==> config.mk <==
export PLATFORM = sky130hd
export DESIGN_NAME = delta_timer_queue
export DESIGN_NICKNAME = d
export VERILOG_FILES = /design/src/rtl/dtq_pkg.sv /design/src/rtl/dtq_ram.sv /design/src/rtl/delta_timer_queue.sv
export SDC_FILE = /design/constraint.sdc
export NUM_CORES = 1
export LEC_CHECK = 0
export ABC_AREA = 1
export ABC_CLOCK_PERIOD_IN_PS = 4000
export BUFFER_PORTS_ARGS = -buffer_cell sky130_fd_sc_hd__buf_2
export CAP_MARGIN = 20
export CORE_ASPECT_RATIO = 0.7
export CORE_MARGIN = 1
export CORE_UTILIZATION = 40
export CTS_BUF_LIST = sky130_fd_sc_hd__clkbuf_16
export DETAILED_ROUTE_END_ITERATION = 12
export PLACE_DENSITY_LB_ADDON = 0.1
export SLEW_MARGIN = 20
export SYNTH_ARGS = -nofsm -noshare
export SYNTH_HDL_FRONTEND = slang
export SYNTH_SLANG_ARGS = --single-unit
==> constraint.sdc <==
create_clock -name clk -period 4 [get_ports clk]
set_input_delay 0.4 -clock clk [delete_from_list [all_inputs] [get_ports clk]]
set_output_delay 0.4 -clock clk [all_outputs]
set_load 0.05 [all_outputs]
==> src/rtl/dtq_pkg.sv <==
package dtq_pkg;

	typedef enum logic {
		OP_INSERT = 1'b0,
		OP_REMOVE = 1'b1
	} op_t;

	typedef enum logic [4:0] {
		ST_IDLE  = 5'b00001,
		ST_WALK  = 5'b00010,
		ST_CHECK = 5'b00100,
		ST_PLACE = 5'b01000,
		ST_DONE  = 5'b10000
	} state_t;

endpackage

==> src/rtl/dtq_ram.sv <==
module dtq_ram #(
	parameter int WIDTH = 32,
	parameter int DEPTH = 16
) (
	input  logic                     clk,
	input  logic                     we,
	input  logic [$clog2(DEPTH)-1:0] waddr,
	input  logic [WIDTH-1:0]         wdata,
	input  logic [$clog2(DEPTH)-1:0] raddr,
	output logic [WIDTH-1:0]         rdata
);

	logic [WIDTH-1:0] mem [DEPTH];

	always_ff @(posedge clk) begin
		if (we) begin
			mem[waddr] <= wdata;
		end
		rdata <= mem[raddr];
	end

endmodule

==> src/rtl/delta_timer_queue.sv <==
// Bounded delta-list timer queue. Entries live in a circular buffer held in one
// synchronous RAM (id and delta side by side); a head pointer and a count are
// kept in flip-flops. An insert walks the list from the head, one RAM read and
// one compare per entry, past each entry with a delta not above the remaining
// time. It then opens a gap by shifting the entries behind the slot up one at a
// time, and rewrites the successor's delta when any entry was moved. The block
// returns to idle in the cycle after the result beat is taken, and the input is
// stalled while an item is at work or its result is unclaimed.
module delta_timer_queue #(
	parameter int DEPTH     = 16,
	parameter int TIME_BITS = 16
) (
	input  logic        clk,
	input  logic        arst_n,
	input  logic        in_valid,
	output logic        in_stall,
	input  logic        op,
	input  logic [15:0] thread_id,
	input  logic [15:0] wait_time,
	output logic        out_valid,
	input  logic        out_stall,
	output logic [15:0] removed_id,
	output logic [15:0] head_delta,
	output logic        was_empty,
	output logic        insert_dropped,
	output logic [4:0]  occupancy
);

	localparam int AW = $clog2(DEPTH);
	localparam int CW = $clog2(DEPTH + 1);
	localparam int MW = 16 + TIME_BITS;

	dtq_pkg::state_t state_q;
	logic [AW-1:0]        head_q;
	logic [CW-1:0]        count_q;
	logic [CW-1:0]        pos_q;
	logic [CW-1:0]        mv_q;
	logic                 op_q;
	logic [15:0]          id_q;
	logic [TIME_BITS-1:0] t_q;
	logic                 rd_pend_q;
	logic                 shift_q;
	logic                 adj_q;

	logic                 we;
	logic [AW-1:0]        waddr, raddr;
	logic [MW-1:0]        wdata, rdata;
	logic [TIME_BITS-1:0] rd_delta;

	assign rd_delta = rdata[TIME_BITS-1:0];
	assign in_stall = (state_q != dtq_pkg::ST_IDLE);

	dtq_ram #(.WIDTH(MW), .DEPTH(DEPTH)) u_ram (
		.clk(clk), .we(we), .waddr(waddr), .wdata(wdata),
		.raddr(raddr), .rdata(rdata)
	);

	function automatic logic [AW-1:0] slot(input logic [AW-1:0] h, input logic [CW-1:0] i);
		logic [CW:0] s;
		s = {1'b0, h} + {1'b0, i};
		if (s >= (CW+1)'(DEPTH)) begin
			s = s - (CW+1)'(DEPTH);
		end
		return s[AW-1:0];
	endfunction

	// Read address and write control.
	always_comb begin
		raddr = slot(head_q, pos_q);
		we    = 1'b0;
		waddr = slot(head_q, pos_q);
		wdata = {id_q, t_q};
		case (state_q)
			dtq_pkg::ST_PLACE: begin
				if (shift_q) begin
					raddr = slot(head_q, mv_q - CW'(1));
					if (rd_pend_q) begin
						we    = 1'b1;
						waddr = slot(head_q, mv_q);
						wdata = rdata;
					end
				end else if (adj_q) begin
					we    = rd_pend_q;
					waddr = slot(head_q, pos_q + CW'(1));
					wdata = {rdata[MW-1:TIME_BITS], rd_delta - t_q};
				end else begin
					we = 1'b1;
				end
			end
			dtq_pkg::ST_IDLE, dtq_pkg::ST_DONE: raddr = head_q;
			default: ;
		endcase
	end

	always_ff @(posedge clk or negedge arst_n) begin
		if (!arst_n) begin
			state_q        <= dtq_pkg::ST_IDLE;
			head_q         <= '0;
			count_q        <= '0;
			out_valid      <= 1'b0;
			rd_pend_q      <= 1'b0;
			shift_q        <= 1'b0;
			adj_q          <= 1'b0;
			pos_q          <= '0;
			mv_q           <= '0;
		end else begin
			case (state_q)
				dtq_pkg::ST_IDLE: begin
					if (in_valid) begin
						op_q      <= op;
						id_q      <= thread_id;
						t_q       <= TIME_BITS'(wait_time);
						pos_q     <= '0;
						rd_pend_q <= 1'b0;
						removed_id     <= '0;
						was_empty      <= 1'b0;
						insert_dropped <= 1'b0;
						state_q   <= dtq_pkg::ST_WALK;
					end
				end
				dtq_pkg::ST_WALK: begin
					// Read for pos was issued in the accepting cycle (head) or in CHECK; data is valid now.
					if (dtq_pkg::op_t'(op_q) == dtq_pkg::OP_REMOVE) begin
						if (count_q == '0) begin
							was_empty <= 1'b1;
						end else begin
							removed_id <= rdata[MW-1:TIME_BITS];
							head_q     <= slot(head_q, CW'(1));
							count_q    <= count_q - CW'(1);
						end
						state_q <= dtq_pkg::ST_DONE;
					end else if (count_q == CW'(DEPTH)) begin
						insert_dropped <= 1'b1;
						state_q        <= dtq_pkg::ST_DONE;
					end else if (pos_q < count_q && t_q >= rd_delta) begin
						t_q     <= t_q - rd_delta;
						pos_q   <= pos_q + CW'(1);
						state_q <= dtq_pkg::ST_CHECK;
					end else begin
						mv_q      <= count_q;
						shift_q   <= (count_q != pos_q);
						adj_q     <= (count_q != pos_q);
						rd_pend_q <= 1'b0;
						state_q   <= dtq_pkg::ST_PLACE;
					end
				end
				dtq_pkg::ST_CHECK: begin
					// Read for the new position was issued this cycle.
					state_q <= dtq_pkg::ST_WALK;
				end
				dtq_pkg::ST_PLACE: begin
					if (shift_q) begin
						if (rd_pend_q) begin
							rd_pend_q <= 1'b0;
							mv_q      <= mv_q - CW'(1);
							if (mv_q - CW'(1) == pos_q) begin
								shift_q <= 1'b0;
							end
						end else begin
							rd_pend_q <= 1'b1;
						end
					end else if (adj_q) begin
						// The successor's old copy still sits at pos; read it there
						// and rewrite it one slot up.
						if (rd_pend_q) begin
							adj_q     <= 1'b0;
							rd_pend_q <= 1'b0;
						end else begin
							rd_pend_q <= 1'b1;
						end
					end else begin
						count_q <= count_q + CW'(1);
						state_q <= dtq_pkg::ST_DONE;
					end
				end
				dtq_pkg::ST_DONE: begin
					// Hold off the result until the head read reflects the final state.
					if (!out_valid && !rd_pend_q) begin
						rd_pend_q <= 1'b1;
					end else if (!out_valid) begin
						out_valid <= 1'b1;
						head_delta <= (count_q == '0) ? 16'd0 : 16'(rd_delta);
						occupancy <= 5'(count_q);
					end else if (!out_stall) begin
						out_valid <= 1'b0;
						rd_pend_q <= 1'b0;
						state_q   <= dtq_pkg::ST_IDLE;
					end
				end
				default: state_q <= dtq_pkg::ST_IDLE;
			endcase
		end
	end

	assert property (@(posedge clk) disable iff (!arst_n) count_q <= CW'(DEPTH))
		else $error("count exceeds depth");
	assert property (@(posedge clk) disable iff (!arst_n)
		out_valid |-> state_q == dtq_pkg::ST_DONE)
		else $error("result outside done state");
	assert property (@(posedge clk) disable iff (!arst_n)
		(in_valid && !in_stall) |=> !out_valid)
		else $error("result raised at accept");

endmodule
# --- Yosys cells after proc, flatten, opt, wreduce, memory -nomap -nowiden ---
# Memories as Yosys holds them, arrays and structs flattened. A register that Yosys moved wholly into a read port is not among the register bits.
# Cells that the tools add are included.
totals:
  ff_bits: 100
  mem_bits_rw: 512
  inputBits: 37
  word_cells: 181
  memories: 1
op_classes:
  addsub: 16
  n_lt_le_gt_ge: 7
  eq_ne: 28
  n_mux: 85
  n_bitwise: 3
  n_reduce_logical: 24
memory_table:
  columns: ["memory", "depth", "word_bits", "rd", "rd_clocked_by_memory_dff", "write_ports", "line", "text"]
  rows:
  - ["u_ram.mem", 16, 32, 1, 1, 1, "dtq_ram.sv:13", "logic [WIDTH-1:0] mem [DEPTH];"]
op_table:
  columns: ["operator", "n"]
  rows:
  - ["2-to-1 mux 32 bit", 4]
  - ["2-to-1 mux 16 bit", 7]
  - ["2-to-1 mux 5 bit", 21]
  - ["one-hot mux 16 bit (2 select lines)", 2]
  - ["2-to-1 mux 4 bit", 11]
  - ["!= test 2 bit (second input constant)", 16]
  - ["subtractor 16 bit", 2]
  - ["2-to-1 mux 1 bit", 30]
  - ["one-hot mux 5 bit (2 select lines)", 3]
  - ["AND reduction 5 bit", 6]
  - ["one-hot mux 5 bit (5 select lines)", 1]
  - ["adder 4 x 5 -> 6 bit", 4]
  - ["greater-or-equal comparator 6 x 5 -> 1 bit (second input constant)", 4]
  - ["subtractor 4 x 1 -> 4 bit (second input constant)", 5]
  - ["AND reduction 6 bit", 3]
  - ["greater-or-equal comparator 16 bit", 1]
  - ["adder 5 x 1 -> 5 bit (second input constant)", 2]
  - ["equality test 5 bit (second input constant)", 2]
  - ["subtractor 5 x 1 -> 5 bit (second input constant)", 2]
  - ["!= test 3 bit (second input constant)", 3]
  - ["one-hot mux 1 bit (2 select lines)", 4]
  - ["one-hot mux 4 bit (2 select lines)", 1]
  - ["AND reduction 4 bit", 2]
  - ["AND reduction 8 bit", 1]
  - ["20 further kinds", 26]

# --- Logic depth before layout (Yosys ltp) ---
depth:
  depth_word: 7
  depth_mapped: 16
  depth_no_buf: 15

# --- Modules after synthesis ---
# A second synthesis with hierarchy kept.
hier_totals:
  hier_cells: 3015
  hier_area_um2: 29961.2
by_module_without_submodules:
  columns: ["mod", "n_inst", "cells_each", "area_per_inst_um2", "seq_area_each_um2"]
  rows:
  - ["dtq_ram", 1, 2120, 22744.3, 16015.4]
  - ["delta_timer_queue", 1, 895, 7216.9, 2864.0]

# --- Least setup slack after synthesis ---
# OpenSTA, ideal clock, no wires.
synth_path:
  kind: "flip-flop to flip-flop"
  start: "reg pos_q[1]"
  end: "mem u_ram.mem[4][0] (enable)"
  setup_time_ps: 421
  arrival_ps: 3186
  required_time_ps: 3579
  slack_ps: 393
  stages_incl_launch_ff: 13
  period_less_slack_ps: 3607
  cell_sequence: "dfrtp_1 -> ha_1 -> xor2_1 -> ha_1 -> a21oi_1 -> nand2_1 -> xor2_1 -> nand2_1 -> nand2_1 -> nand2_1 -> nand2_1 -> nand2_1 -> nor2_1"
synth_via:
  elab_chain_cells: 7
  word_cells_on_any_way: 13
  cone_classes: "5 x add/sub; 2 x order compare; 6 x mux"
synth_rtl:
  columns: ["element", "line", "text"]
  rows:
  - ["start: declaration", "delta_timer_queue.sv:36", "logic [CW-1:0] pos_q;"]
  - ["start signal: assignment", "delta_timer_queue.sv:137", "pos_q <= pos_q + CW'(1);"]
  - ["adder 5 x 1 -> 5 bit", "delta_timer_queue.sv:84", "waddr = slot(head_q, pos_q + CW'(1));"]
  - ["adder 4 x 5 -> 6 bit", "delta_timer_queue.sv:60", "s = {1'b0, h} + {1'b0, i};"]
  - ["greater-or-equal comparator 6 x 5 -> 1 bit / subtractor 4 x 1 -> 4 bit (equally long branches)", "delta_timer_queue.sv:61, delta_timer_queue.sv:62", null]
  - ["2-to-1 mux 4 bit", "delta_timer_queue.sv:61", "if (s >= (CW+1)'(DEPTH)) begin"]
  - ["2-to-1 mux 4 bit", "delta_timer_queue.sv:82", "end else if (adj_q) begin"]
  - ["2-to-1 mux 4 bit", "delta_timer_queue.sv:75", "if (shift_q) begin"]
  - ["2-to-1 mux 4 bit (*)", "delta_timer_queue.sv:73", "case (state_q)"]
  - ["end: declaration", "dtq_ram.sv:13", null]
# Every way passes the cells marked *; elsewhere a longest branch is shown, timed or not.

# --- Worst setup path after layout ---
layout_path:
  start: "reg pos_q[1]"
  end: "mem u_ram.mem[1][28] (enable)"
# The elaborated chain is that of the path after synthesis.

==> out/summary.txt <==
Yosys warns: 0
Number of buffers created by CTS: 66
Fmax: 308.0 MHz
Final core occ: 46.16%
Grt ovf: 0
Reg area: 0.01888 mm^2
Setup violators final: 0
Final Slew Violations: 0
Slew headroom: 29.54%
RSZ-0062 raised after global routing: false
CTS max path bufs: 3
Cell taking the most area after synthesis: edfxtp_1
Antenna viol nets, final: 0
Largest net degree at the start of global routing: 115
Period utilisation layout: 81.18%
Area delta synth->final: 14.35%
Post CTS Setup Buffer Count: 0
Fraction of layout cells with a size suffix above 1: 9.887%
Wire length of the first global-routing pass: 130.1 mm
Final WL: 86.37 mm
Clk Latency, worst-skew pair: 0.62 ns
CTS tree: done
Max cap viols: 0
Crit path kind: reg -> reg
Final nets: 3242
Worst hold slack: 0.06739 ns
Status: finished clean
Post-Syn Nets: 3133
Post-DR vias/cell: 5.160
Syn Inst Count: 3035
Drt wl/cell: 20.63 um
Number of synthesized flops with an enable pin: 584
PortBufs: 77
Filler cell count: 7125
Die area: 0.07686 mm^2
Hold Path Class: in -> reg
Violation count after the first detailed-route iteration: 1963
Core area: 0.07504 mm^2
Clock slew at reported path FFs: 0.06 ns
Std cell rows: 84
Number of remaining DRC errors: 0
Yosys top cell area share: 57.89%
Required @ worst endpoint: 4.25 ns
Initial antenna violation count: 1
Area of the multi-input gates: 0.008708 mm^2
Synth Flop Type: edfxtp_1
Chip width: 330.9 um
Dpl hpwl: 56.89 mm
H-tree levels: 3
Count of final hold-check violations: 0
Min Tclk post-route: 3.247 ns
Worst Max-Slew Pin Slew: 1.057 ns
Synth area leaders: edfxtp_1, nand3_1, inv_1
Netlist cell types: 46
Register area share after synthesis: 62.32%
Clock Skews: 0.02085 ns
Starting Density: 40.37%
Critical path data arrival time: 3.50 ns
Routability cong.: 0.8965
Vias in the first global route: 20739
Post-synth ARST share: 4.348%
Critical Path Fanout Max: 32
Yosys reg bits: 644
Clock sink count: 644
Total negative slack: 0 ns
Cell Area, Synth: 0.03029 mm^2
Critical path startpoint category: flop
Avg Cell Area, Syn: 9.982 um^2
DRT Pass-1 Iters: 6
Kind of end point of the critical path: flop
Chip Height: 232.3 um
Gr usage total: 22.63%
Top Ports: 78
CTS root buf: clkbuf_16
Vias post-DR: 21599
-- final cells by class --
type,instances,share of cell area [%]
sequential,644,54.50
multi-input combinational,1653,25.14
inverter,587,6.360
clock buffer,73,5.273
timing repair buffer,192,4.276
tap,989,3.572
clock inverter,47,0.8741
antenna,1,0.007224
-- placed cells by master, fill, tap and decap left out, drive strengths merged, types with 4 or more instances in the layout --
cell	synthesis	routed
o21ai	66	66
o221ai	7	7
dfrtp	27	27
edfxtp	584	584
nand3	653	653
fa	7	7
dlygate4sd3	0	18
xnor2	10	10
o22ai	8	8
inv	586	609
nor2	109	109
nand3b	65	65
dfxtp	32	32
nand4	16	16
nor4	4	4
nor3	9	9
xor2	29	29
ha	54	54
clkinv	1	20
a21oi	72	72
clkbuf	29	73
bufinv	0	4
a21o	4	4
buf	122	174
or2	6	6
o21bai	6	6
nand2	517	517
-- metrics by stage --
stage                     instances  cell area, um^2  worst slack, ns
after floorplan                3035            30290           0.3929
after global placement         4047            32330           0.7165
after detailed placement       4047            32330           0.7873
after CTS                      4185            34640           0.7484
after global routing           4185            34640           0.5430
final                          4186            34640           0.7529
-- final timing paths --
path                                   start          endpoint  slack (ns)  depth (start not counted)
worst max-delay path                pos_q[1]  u_ram.mem[1][28]        0.75                         13
worst min-delay path            wait_time[7]            t_q[7]        0.07                          3
worst max register to register      pos_q[1]  u_ram.mem[1][28]        0.75                         13
worst min register to register       mv_q[4]           mv_q[4]        0.51                          2
max in group asynchronous             arst_n         rd_pend_q        3.16                          2
min in group asynchronous             arst_n          pos_q[1]        0.38                          2
-- cells in the mapped netlist (27+ instances only) --
cell type  number
ha_1           54
buf_2         108
a21oi_1        71
dfrtp_1        27
o21ai_0        62
nand2_1       512
inv_1         582
nor2_1        105
nand3b_1       65
dfxtp_1        32
xor2_1         29
clkbuf_1       28
nand3_1       648
edfxtp_1      584
-- routing by layer --
metal  global-route usage (%)  wire length [um]  vias to the layer above
met1                    33.63             41430                    10644
met5                        0                 0                        -
met4                    5.662              1772                        0
li1                         -                 -                    10296
met3                    3.032              4406                      114
met2                    34.79             38760                      545
-- state kept, by name (all words and copies together) (netlist names), 4 cells and up --
signal and flops:
state_q 5, head_q 4, t_q 16, count_q 5, mv_q 5, id_q 16, u_ram.mem 512, head_delta 16
u_ram.rdata 32, occupancy 5, removed_id 16, pos_q 5
-- critical path, cell delays in order (launching register included) --
cell and delay (ns):
dfrtp_1 0.52, ha_1 0.27, xor2_1 0.20, ha_1 0.30
a21oi_1 0.15, nand2_1 0.08, xor2_1 0.20, nand2_1 0.07
nand2_1 0.06, nand2_1 0.08, nand2_1 0.10, nand2_1 0.25
nor2_4 0.15, buf_4 0.43
-- logic make-up (layout without fill, tap and decap cells) --
kind of cell,after synthesis,after routing,synth area share (%)
and+or+nand+nor,1381,1381,21.11
buffers and inverters,738,899,9.619
DFF,644,644,62.32
AOI/OAI and AO/OA,172,172,3.131
adders and majority gates,61,61,2.693
xor gates and xnor gates,39,39,1.128
other,0,1,0
-- repair_timing --
action,in CTS,in global routing
resized for setup,0,0
hold buffers,18,0
setup endpoints to repair,0,0
endpoints found under the hold margin,44,0
Power is not shown: default switching activity piles up to over one toggle a cycle in this logic, so the estimate is an artifact.
